## src/sv/bcu_pkg.sv

```systemverilog
// shared types, constants and controller/datapath command and status for the binomial unit
package bcu_pkg;

   localparam int ResultWidthDefault = 32;
   localparam int InWidth            = 32;
   localparam int TopWidth           = InWidth + 1;
   localparam int ProdWidth          = 64;
   localparam int ProdFullWidth      = ProdWidth + 1;
   localparam int DivSteps           = ProdWidth;
   localparam int DivCntWidth        = $clog2(DivSteps + 1);

   localparam logic OP_CHOOSE      = 1'b0;
   localparam logic OP_MULTICHOOSE = 1'b1;

   typedef struct packed {
      logic               operation;
      logic [InWidth-1:0] n_value;
      logic [InWidth-1:0] k_value;
   } req_type;

   typedef struct packed {
      logic [InWidth-1:0] coefficient;
      logic               overflow;
   } rsp_type;

   typedef struct packed {
      logic load;
      logic setup;
      logic mul;
      logic step;
      logic update;
      logic fin_zero;
      logic fin_ok;
      logic fin_ovf;
   } cmd_type;

   typedef struct packed {
      logic k_gt_top;
      logic loop_done;
      logic div_done;
      logic quo_big;
   } status_type;

endpackage

```

## src/sv/bcu_ctrl.sv

```systemverilog
// controller state machine sequencing the multiply-then-divide steps
module bcu_ctrl (
   input  logic                clock,
   input  logic                reset,
   input  logic                start,
   output logic                busy,
   output logic                rsp_strobe,
   output bcu_pkg::cmd_type    cmd,
   input  bcu_pkg::status_type status
);
   import bcu_pkg::*;

   localparam logic [2:0] S_IDLE   = 3'd0;
   localparam logic [2:0] S_SETUP  = 3'd1;
   localparam logic [2:0] S_LOOP   = 3'd2;
   localparam logic [2:0] S_DIV    = 3'd3;
   localparam logic [2:0] S_UPDATE = 3'd4;

   logic [2:0] state_ff, state_in;
   logic       strobe_ff, strobe_in;

   always_comb begin
      state_in = state_ff;
      cmd      = '0;
      case (state_ff)
         S_IDLE: begin
            if (start) begin
               cmd.load = 1'b1;
               state_in = S_SETUP;
            end
         end
         S_SETUP: begin
            if (status.k_gt_top) begin
               cmd.fin_zero = 1'b1;
               state_in     = S_IDLE;
            end else begin
               cmd.setup = 1'b1;
               state_in  = S_LOOP;
            end
         end
         S_LOOP: begin
            if (status.loop_done) begin
               cmd.fin_ok = 1'b1;
               state_in   = S_IDLE;
            end else begin
               cmd.mul  = 1'b1;
               state_in = S_DIV;
            end
         end
         S_DIV: begin
            if (status.div_done) begin
               state_in = S_UPDATE;
            end else begin
               cmd.step = 1'b1;
            end
         end
         S_UPDATE: begin
            // running value only grows, so stopping at the first overflow is exact
            if (status.quo_big) begin
               cmd.fin_ovf = 1'b1;
               state_in    = S_IDLE;
            end else begin
               cmd.update = 1'b1;
               state_in   = S_LOOP;
            end
         end
         default: begin
            state_in = S_IDLE;
         end
      endcase
   end

   assign strobe_in = cmd.fin_zero | cmd.fin_ok | cmd.fin_ovf;

   always_ff @(posedge clock) begin
      if (reset) begin
         state_ff  <= S_IDLE;
         strobe_ff <= 1'b0;
      end else begin
         state_ff  <= state_in;
         strobe_ff <= strobe_in;
      end
   end

   assign busy       = (state_ff != S_IDLE);
   assign rsp_strobe = strobe_ff;

endmodule

```

## src/sv/bcu_dpath.sv

```systemverilog
// datapath: operand registers, multiplier, restoring divider and result register
module bcu_dpath #(
   parameter int RESULT_WIDTH = bcu_pkg::ResultWidthDefault
) (
   input  logic                 clock,
   input  logic                 reset,
   input  bcu_pkg::req_type     req_data,
   input  bcu_pkg::cmd_type     cmd,
   output bcu_pkg::status_type  status,
   output bcu_pkg::rsp_type     rsp_data
);
   import bcu_pkg::*;

   localparam logic [RESULT_WIDTH-1:0] Limit = {RESULT_WIDTH{1'b1}};

   logic [TopWidth-1:0]     top_ff;
   logic [InWidth-1:0]      k_ff;
   logic [InWidth-1:0]      a_ff;
   logic [InWidth-1:0]      i_ff;
   logic [RESULT_WIDTH-1:0] c_ff;
   logic [InWidth:0]        rem_ff, rem_in;
   logic [ProdWidth-1:0]    quo_ff, quo_in;
   logic [DivCntWidth-1:0]  cnt_ff;
   rsp_type                 rsp_ff;

   logic [TopWidth-1:0]      top_in;
   logic [TopWidth-1:0]      diff;
   logic [InWidth-1:0]       a_in;
   logic [TopWidth-1:0]      tmi;
   logic [TopWidth-1:0]      divisor;
   logic [ProdFullWidth-1:0] prod_full;
   logic [InWidth+1:0]       shifted;
   logic [InWidth+1:0]       trial;

   // multichoose maps onto choose(n + k - 1, k) at 33 bits
   always_comb begin
      if (req_data.operation == OP_MULTICHOOSE) begin
         top_in = {1'b0, req_data.n_value} + {1'b0, req_data.k_value} - TopWidth'(1);
      end else begin
         top_in = {1'b0, req_data.n_value};
      end
   end

   assign diff = top_ff - {1'b0, k_ff};
   assign a_in = ({1'b0, k_ff} < diff) ? k_ff : diff[InWidth-1:0];

   assign tmi       = top_ff - {1'b0, i_ff};
   assign divisor   = {1'b0, i_ff} + TopWidth'(1);
   assign prod_full = {{(ProdFullWidth-RESULT_WIDTH){1'b0}}, c_ff}
                    * {{(ProdFullWidth-TopWidth){1'b0}}, tmi};

   // one quotient bit per cycle
   assign shifted = {rem_ff, quo_ff[ProdWidth-1]};
   assign trial   = shifted - {1'b0, divisor};

   always_comb begin
      if (!trial[InWidth+1]) begin
         rem_in = trial[InWidth:0];
         quo_in = {quo_ff[ProdWidth-2:0], 1'b1};
      end else begin
         rem_in = shifted[InWidth:0];
         quo_in = {quo_ff[ProdWidth-2:0], 1'b0};
      end
   end

   always_ff @(posedge clock) begin
      if (reset) begin
         cnt_ff <= '0;
      end else if (cmd.mul) begin
         cnt_ff <= DivCntWidth'(DivSteps);
      end else if (cmd.step) begin
         cnt_ff <= cnt_ff - DivCntWidth'(1);
      end
   end

   always_ff @(posedge clock) begin
      if (cmd.load) begin
         top_ff <= top_in;
         k_ff   <= req_data.k_value;
      end
      if (cmd.setup) begin
         a_ff <= a_in;
         i_ff <= '0;
         c_ff <= RESULT_WIDTH'(1);
      end
      if (cmd.mul) begin
         quo_ff <= prod_full[ProdWidth-1:0];
         rem_ff <= '0;
      end else if (cmd.step) begin
         quo_ff <= quo_in;
         rem_ff <= rem_in;
      end
      if (cmd.update) begin
         c_ff <= quo_ff[RESULT_WIDTH-1:0];
         i_ff <= i_ff + InWidth'(1);
      end
      if (cmd.fin_zero) begin
         rsp_ff.coefficient <= '0;
         rsp_ff.overflow    <= 1'b0;
      end else if (cmd.fin_ok) begin
         rsp_ff.coefficient <= InWidth'(c_ff);
         rsp_ff.overflow    <= 1'b0;
      end else if (cmd.fin_ovf) begin
         rsp_ff.coefficient <= InWidth'(Limit);
         rsp_ff.overflow    <= 1'b1;
      end
   end

   assign status.k_gt_top  = ({1'b0, k_ff} > top_ff);
   assign status.loop_done = (i_ff == a_ff);
   assign status.div_done  = (cnt_ff == '0);
   assign status.quo_big   = (quo_ff > {{(ProdWidth-RESULT_WIDTH){1'b0}}, Limit});

   assign rsp_data = rsp_ff;

endmodule

```

## src/sv/binomial_coefficient_unit_top.sv

```systemverilog
// binomial coefficient unit: n choose k or n multichoose k, saturating on overflow
// load, setup, then s steps (s = steps run); k above top ends at setup, overflow at the update check
// each step is a multiply, a restoring divide of 64 quotient bits with a done check, then an update
// at 32 bits s is at most 17; one item at a time
// the result beat is shown for one cycle on rsp_strobe; busy drops in that same cycle
// synchronous active-high reset returns the controller to idle with no beat pending
module binomial_coefficient_unit_top #(
   parameter int RESULT_WIDTH = bcu_pkg::ResultWidthDefault
) (
   input  logic             clock,
   input  logic             reset,
   input  logic             start,
   output logic             busy,
   input  bcu_pkg::req_type req_data,
   output logic             rsp_strobe,
   output bcu_pkg::rsp_type rsp_data
);
   import bcu_pkg::*;

   cmd_type    cmd;
   status_type status;

   bcu_ctrl u_ctrl (
      .clock      (clock),
      .reset      (reset),
      .start      (start),
      .busy       (busy),
      .rsp_strobe (rsp_strobe),
      .cmd        (cmd),
      .status     (status)
   );

   bcu_dpath #(
      .RESULT_WIDTH (RESULT_WIDTH)
   ) u_dpath (
      .clock    (clock),
      .reset    (reset),
      .req_data (req_data),
      .cmd      (cmd),
      .status   (status),
      .rsp_data (rsp_data)
   );

endmodule

```

## config.mk

```make
export PLATFORM = sky130hd
export DESIGN_NAME = binomial_coefficient_unit_top
export DESIGN_NICKNAME = d
export VERILOG_FILES = /design/src/sv/bcu_pkg.sv /design/src/sv/bcu_ctrl.sv /design/src/sv/bcu_dpath.sv /design/src/sv/binomial_coefficient_unit_top.sv
export SDC_FILE = /design/constraint.sdc
export NUM_CORES = 2
export LEC_CHECK = 0
export BUFFER_PORTS_ARGS = -buffer_cell sky130_fd_sc_hd__buf_4
export CAP_MARGIN = 0
export CORE_UTILIZATION = 42
export CTS_BUF_LIST = sky130_fd_sc_hd__clkbuf_4
export DETAILED_ROUTE_END_ITERATION = 8
export PLACE_DENSITY = 0.63
export SKIP_LAST_GASP = 1
export SYNTH_ARGS = -nofsm -noshare
export SYNTH_HDL_FRONTEND = slang
export SYNTH_SLANG_ARGS = --single-unit
```

## constraint.sdc

```tcl
create_clock -name clock -period 26.8 [get_ports clock]
set_input_delay 5.36 -clock clock [delete_from_list [all_inputs] [get_ports clock]]
set_output_delay 5.36 -clock clock [all_outputs]
set_load 0.05 [all_outputs]
```

Word level (Yosys, flattened, before mapping)
Index checks and enable logic that the tools add are counted.
Storage, ports and cells
  output and inout port bits: 35
  bits of input ports: 68
  bits in registers: 302
  logic and storage cells: 80
Cells by class
  mux-type cells: 36
  eq/ne operators: 7
  magnitude comparators: 3
  $add $sub $neg: 8
  bitwise logic cells: 2
  $mul: 1
  reductions and logical operators: 9
Operator list (count)
  $mux W32: 6
  $mux W64: 2
  $mux W33: 3
  $sub A33 B32 Y33: 2
  $gt A64 B32 Y1 const B: 1
  $mul A32 B33 Y64: 1
  $sub A34 B33 Y34: 1
  $add A32 B1 Y33 const B: 1
  $add A32 B32 Y33: 1
  $gt A32 B33 Y1: 1
  $lt A32 B33 Y1: 1
  $sub A33 B1 Y33 const B: 1
  $add A32 B1 Y32 const B: 1
  $eq A32 B32 Y1: 1
  $mux W1: 17
  $pmux W3 S5: 1
  $mux W7: 2
  $logic_not A7 Y1: 1
  $sub A7 B1 Y7 const B: 1
  $eq A3 B2 Y1 const B: 2
  $mux W2: 3
  $mux W3: 2
  $reduce_bool A2 Y1: 3
  $ne A2 B2 Y1 const B: 2
  other kinds (7): 9

Depth between registers and ports, before layout
  word-level depth: 5
  gate-level depth with buffers: 40

By module
A second synthesis with hierarchy kept.
Second synthesis, totals
  cell total of the unflattened synthesis: 5996
  area, all modules: 54902.7 µm²
By module, submodules not included
  bcu_dpath: cells each 5964, times used 1, seq. area each 8217.9 µm², area an instance 54617.4 µm²
  bcu_ctrl: cells each 32, times used 1, seq. area each 80.1 µm², area an instance 285.3 µm²

Worst setup path after synthesis
OpenSTA, ideal clock, no wires.
  kind: flip-flop to flip-flop
  from: register u_dpath.i_ff[0]
  to: register u_dpath.quo_ff[62] (data pin)
  path buffers: 3
  period minus slack after synthesis: 9537 ps
  stages on the path, launching flop included: 37
  data required time: 26536 ps
  data arrival time: 9273 ps
  slack: 17263 ps
  cells stage by stage: edfxtp_1 > ha_1 > fa_1 > nor2b_1 > o2111ai_1 > nand4_1 > a21oi_1 > o21bai_1 > a21oi_1 > o21bai_1 > a21o_1 > clkbuf_1 > clkbuf_1 > clkbuf_1 > nand4_1 > nand3_1 > fa_1 > fa_1 > inv_1 > fa_1 > inv_1 > fa_1 > fa_1 > fa_1 > fa_1 > fa_1 > ha_1 > nand4_1 > nor2_1 > nand3_1 > a2111oi_4 > o21ai_2 > o311ai_4 > a31oi_4 > o41ai_2 > xnor2_1 > o21ai_2
On the way
  word-level cells in the longest chain between the ends: 4
  elaborated cells on any way between the ends: 6
  those cells by class: add/sub: 1; mul: 1; eq/ne: 1; mux: 3
Ends and longest elaborated chain
  start, declared: RTL line bcu_dpath.sv:19  | logic [InWidth-1:0] i_ff;
  start signal, assigned: RTL line bcu_dpath.sv:95  | i_ff <= i_ff + InWidth'(1);
  branches (longest 3 deep; another with $mul A32 B33 Y64)
  $mux W64 *: RTL line bcu_dpath.sv:86  | if (cmd.mul) begin
  end signal, assigned: RTL line bcu_dpath.sv:87  | quo_ff <= prod_full[ProdWidth-1:0];
  end signal, assigned: RTL line bcu_dpath.sv:90  | quo_ff <= quo_in;
  end, declared: RTL line bcu_dpath.sv:22  | logic [ProdWidth-1:0] quo_ff, quo_in;
Mark *: on every way between the ends.
A chain may end at the register's enable or synchronous reset.

Final worst setup path
  from: register u_dpath.i_ff[11]
  to: register u_dpath.quo_ff[51] (data pin)
The elaborated chain is that of the path after synthesis.

==> flow_metrics.tcl <==
set metrics [dict create \
    antenna_found_initial 11 \
    cts_num_sinks 302 \
    skew_ps 47.1 \
    grt_usage_pct 24.1 \
    syn_avg_cell_area_um2 8.83 \
    finalWeightedCongestion 0.953 \
    portBuffers 102 \
    root_buffer "clkbuf_4" \
    post-route-drc-count 0 \
    yosysSeqAreaShare_pct 14.4 \
    drt_iter0_drc 3698 \
    multi_input_area_mm2 0.0437 \
    dieArea_mm2 0.139 \
    cp-end-kind "register" \
    max_freq_ghz 0.0871 \
    timing_hold_violations_final 0 \
    io_pins 103 \
    final_util_pct 45.0 \
    status "complete, no violations" \
    die_y_um 372 \
    cts_hold_repair.buffers 0 \
    cp_slowest_cell "xor2_2" \
    worst_pin_slew_ps 1230 \
    dp_worst_setup_slack_ps 15310 \
    vias 45143 \
    first_pass_iters 5 \
    numCtsBuffers 82 \
    ys_types 92 \
    drive_gt1_share_pct 6.62 \
    vias_per_cell 5.46 \
    synth_top_cell_area_share_pct 32.3 \
    synth_most_common_cell "inv_1" \
    synth_edf_count 225 \
    post_cts_resized 0 \
    slowest_delay_ps 690 \
    fin_crit_ps 11480 \
    ant_nets 0 \
    synth_nets 7971 \
    tritoncts "built" \
    coreArea_mm2 0.136 \
    required_ps 27360 \
    ys_top_cells_by_area "fa_1, edfxtp_1, ha_1" \
    grt.overflow.total 0 \
    ff_latch_area_mm2 0.00830 \
    cp-start-kind "register" \
    postSynthRegisterBits 302 \
    slew_headroom_pct 17.7 \
    routed_wl_um 163000 \
    synth_common_cells "inv_1, fa_1, nand2_1" \
    post_cts_buffers 0 \
    yosysWarningCount 0 \
    grt_max_degree 88 \
    synth_cells 6522 \
    period_share_pct 42.8 \
    nets 7865 \
    syn2layout_area_growth_pct 6.13 \
    clock_latency_ps 840 \
    core.rowCount 135 \
    grt_pass1_vias 46378 \
    worst_ep_arrival_time_ps 12030 \
    crit_buf_inv 7 \
    cap_violations 0 \
    wl_per_cell_um 19.7 \
    worst-path-max-fanout 68 \
    setup_violations 0 \
    grt_first_pass_wirelength_um 262000 \
    fin_ws_ps 15320 \
    cp_top_family "adder cells" \
    synth_ff_type "edfxtp_1" \
    rsz0062_at_grt "false" \
    fill_cells 13312 \
    synthArstFlopShare_pct 0 \
    yosysTopAreaCell "fa_1" \
    start_util_pct 42.4 \
    die_w_um 372 \
    crit_path_frequent_cell "fa_1" \
    stdcell_area_mm2 0.0611 \
    path_clk_slew_ps 80 \
    ctsHtreeMaxLevel 3 \
    dpl-instance-area_mm2 0.0600 \
    slew_violations 0 \
    syn_area_mm2 0.0576 \
    clockBufferDepth 3 \
    hold_class "reg -> reg" \
    path_class "reg -> reg" \
    tns_ps 0 \
    hpwl_um 123000 \
]
cell families after synthesis:
family,synth area share (%)
flops,14.4
fa+ha+maj,42.1
simple gates,18.6
xor+xnor,3.43
buf+inv,10.2
mux,1.83
compound gates,9.41
placed cells by master (no fill, tap or decap), drive strengths merged, types with 18 or more instances in the layout:
| master | n |
|---|---|
| a21o | 83 |
| clkbuf | 120 |
| o21a | 30 |
| xor2 | 90 |
| nor3 | 124 |
| a311oi | 18 |
| nand2b | 82 |
| a21oi | 214 |
| nand4 | 61 |
| fa | 929 |
| and2 | 497 |
| nor2b | 108 |
| nor2 | 222 |
| inv | 1147 |
| and4 | 20 |
| clkinv | 28 |
| a211oi | 31 |
| buf | 196 |
| edfxtp | 225 |
| o21ai | 225 |
| o211ai | 26 |
| xnor2 | 133 |
| and3 | 37 |
| mux2i | 85 |
| a31oi | 23 |
| a211o | 27 |
| o311ai | 22 |
| nand3 | 118 |
| nand2 | 796 |
| mux2 | 18 |
| ha | 452 |
| o21bai | 30 |
| nor4 | 21 |
| dfxtp | 77 |
per-stage QoR:
| stage | hold WS [ps] | cells |
|---|---|---|
| final | 472 | 8268 |
| after floorplan | 443 | 6522 |
| after global routing | 487 | 8266 |
| after CTS | 472 | 8265 |
| after global placement | 459 | 8113 |
| after detailed placement | 463 | 8113 |
path summary, 6_finish.rpt:
kind	startpoint	to	slack, ps	cells past startpoint
max	u_dpath.i_ff[11]$_SDFFCE_PN0P_	u_dpath.quo_ff[51]$_DFFE_PP_	15320	33
min	u_dpath.rem_ff[16]$_SDFFE_PP0P_	u_dpath.rem_ff[16]$_SDFFE_PP0P_	470	2
max reg2reg	u_dpath.i_ff[11]$_SDFFCE_PN0P_	u_dpath.quo_ff[51]$_DFFE_PP_	15320	33
min reg2reg	u_dpath.rem_ff[16]$_SDFFE_PP0P_	u_dpath.rem_ff[16]$_SDFFE_PP0P_	470	2
state kept, by name, summed over array words and instances, names as in the netlist:
register and flops:
u_dpath.quo_ff 64, u_dpath.rem_ff 33, u_dpath.rsp_data 33, u_dpath.top_ff 33, u_dpath.a_ff 32, u_dpath.c_ff 32, u_dpath.i_ff 32, u_dpath.k_ff 32
u_dpath.cnt_ff 7, u_ctrl.state_ff 3, u_ctrl.rsp_strobe 1
per-layer routing:
layer / vias to the layer above / global-route usage (%) / share of wire [%]
met5: - / 0 / 0
met4: 0 / 5.09 / 1.7
met3: 194 / 3.65 / 8.0
met2: 1729 / 38.2 / 45
met1: 22724 / 34.7 / 45
li1: 20496 / - / -
worst reg2reg max path: cells and delay by family (launching register included):
| family | cells | cell delay (ps) |
|---|---|---|
| buf+inv | 7 | 1240 |
| fa+ha+maj | 10 | 4640 |
| xor+xnor | 2 | 830 |
| compound gates | 8 | 2070 |
| simple gates | 6 | 1980 |
| flops | 1 | 440 |
final cells by class:
| class | instances | area share (%) |
|---|---|---|
| multi-input combinational | 4687 | 71.5 |
| clock inverter | 32 | 0.346 |
| clock buffer | 120 | 1.47 |
| inverter | 1147 | 7.04 |
| antenna | 3 | 0.0123 |
| sequential | 302 | 13.6 |
| timing repair buffer | 196 | 2.41 |
| tap | 1781 | 3.65 |
Power is not shown: default switching activity piles up to over one toggle a cycle in this logic, so the estimate is an artifact.
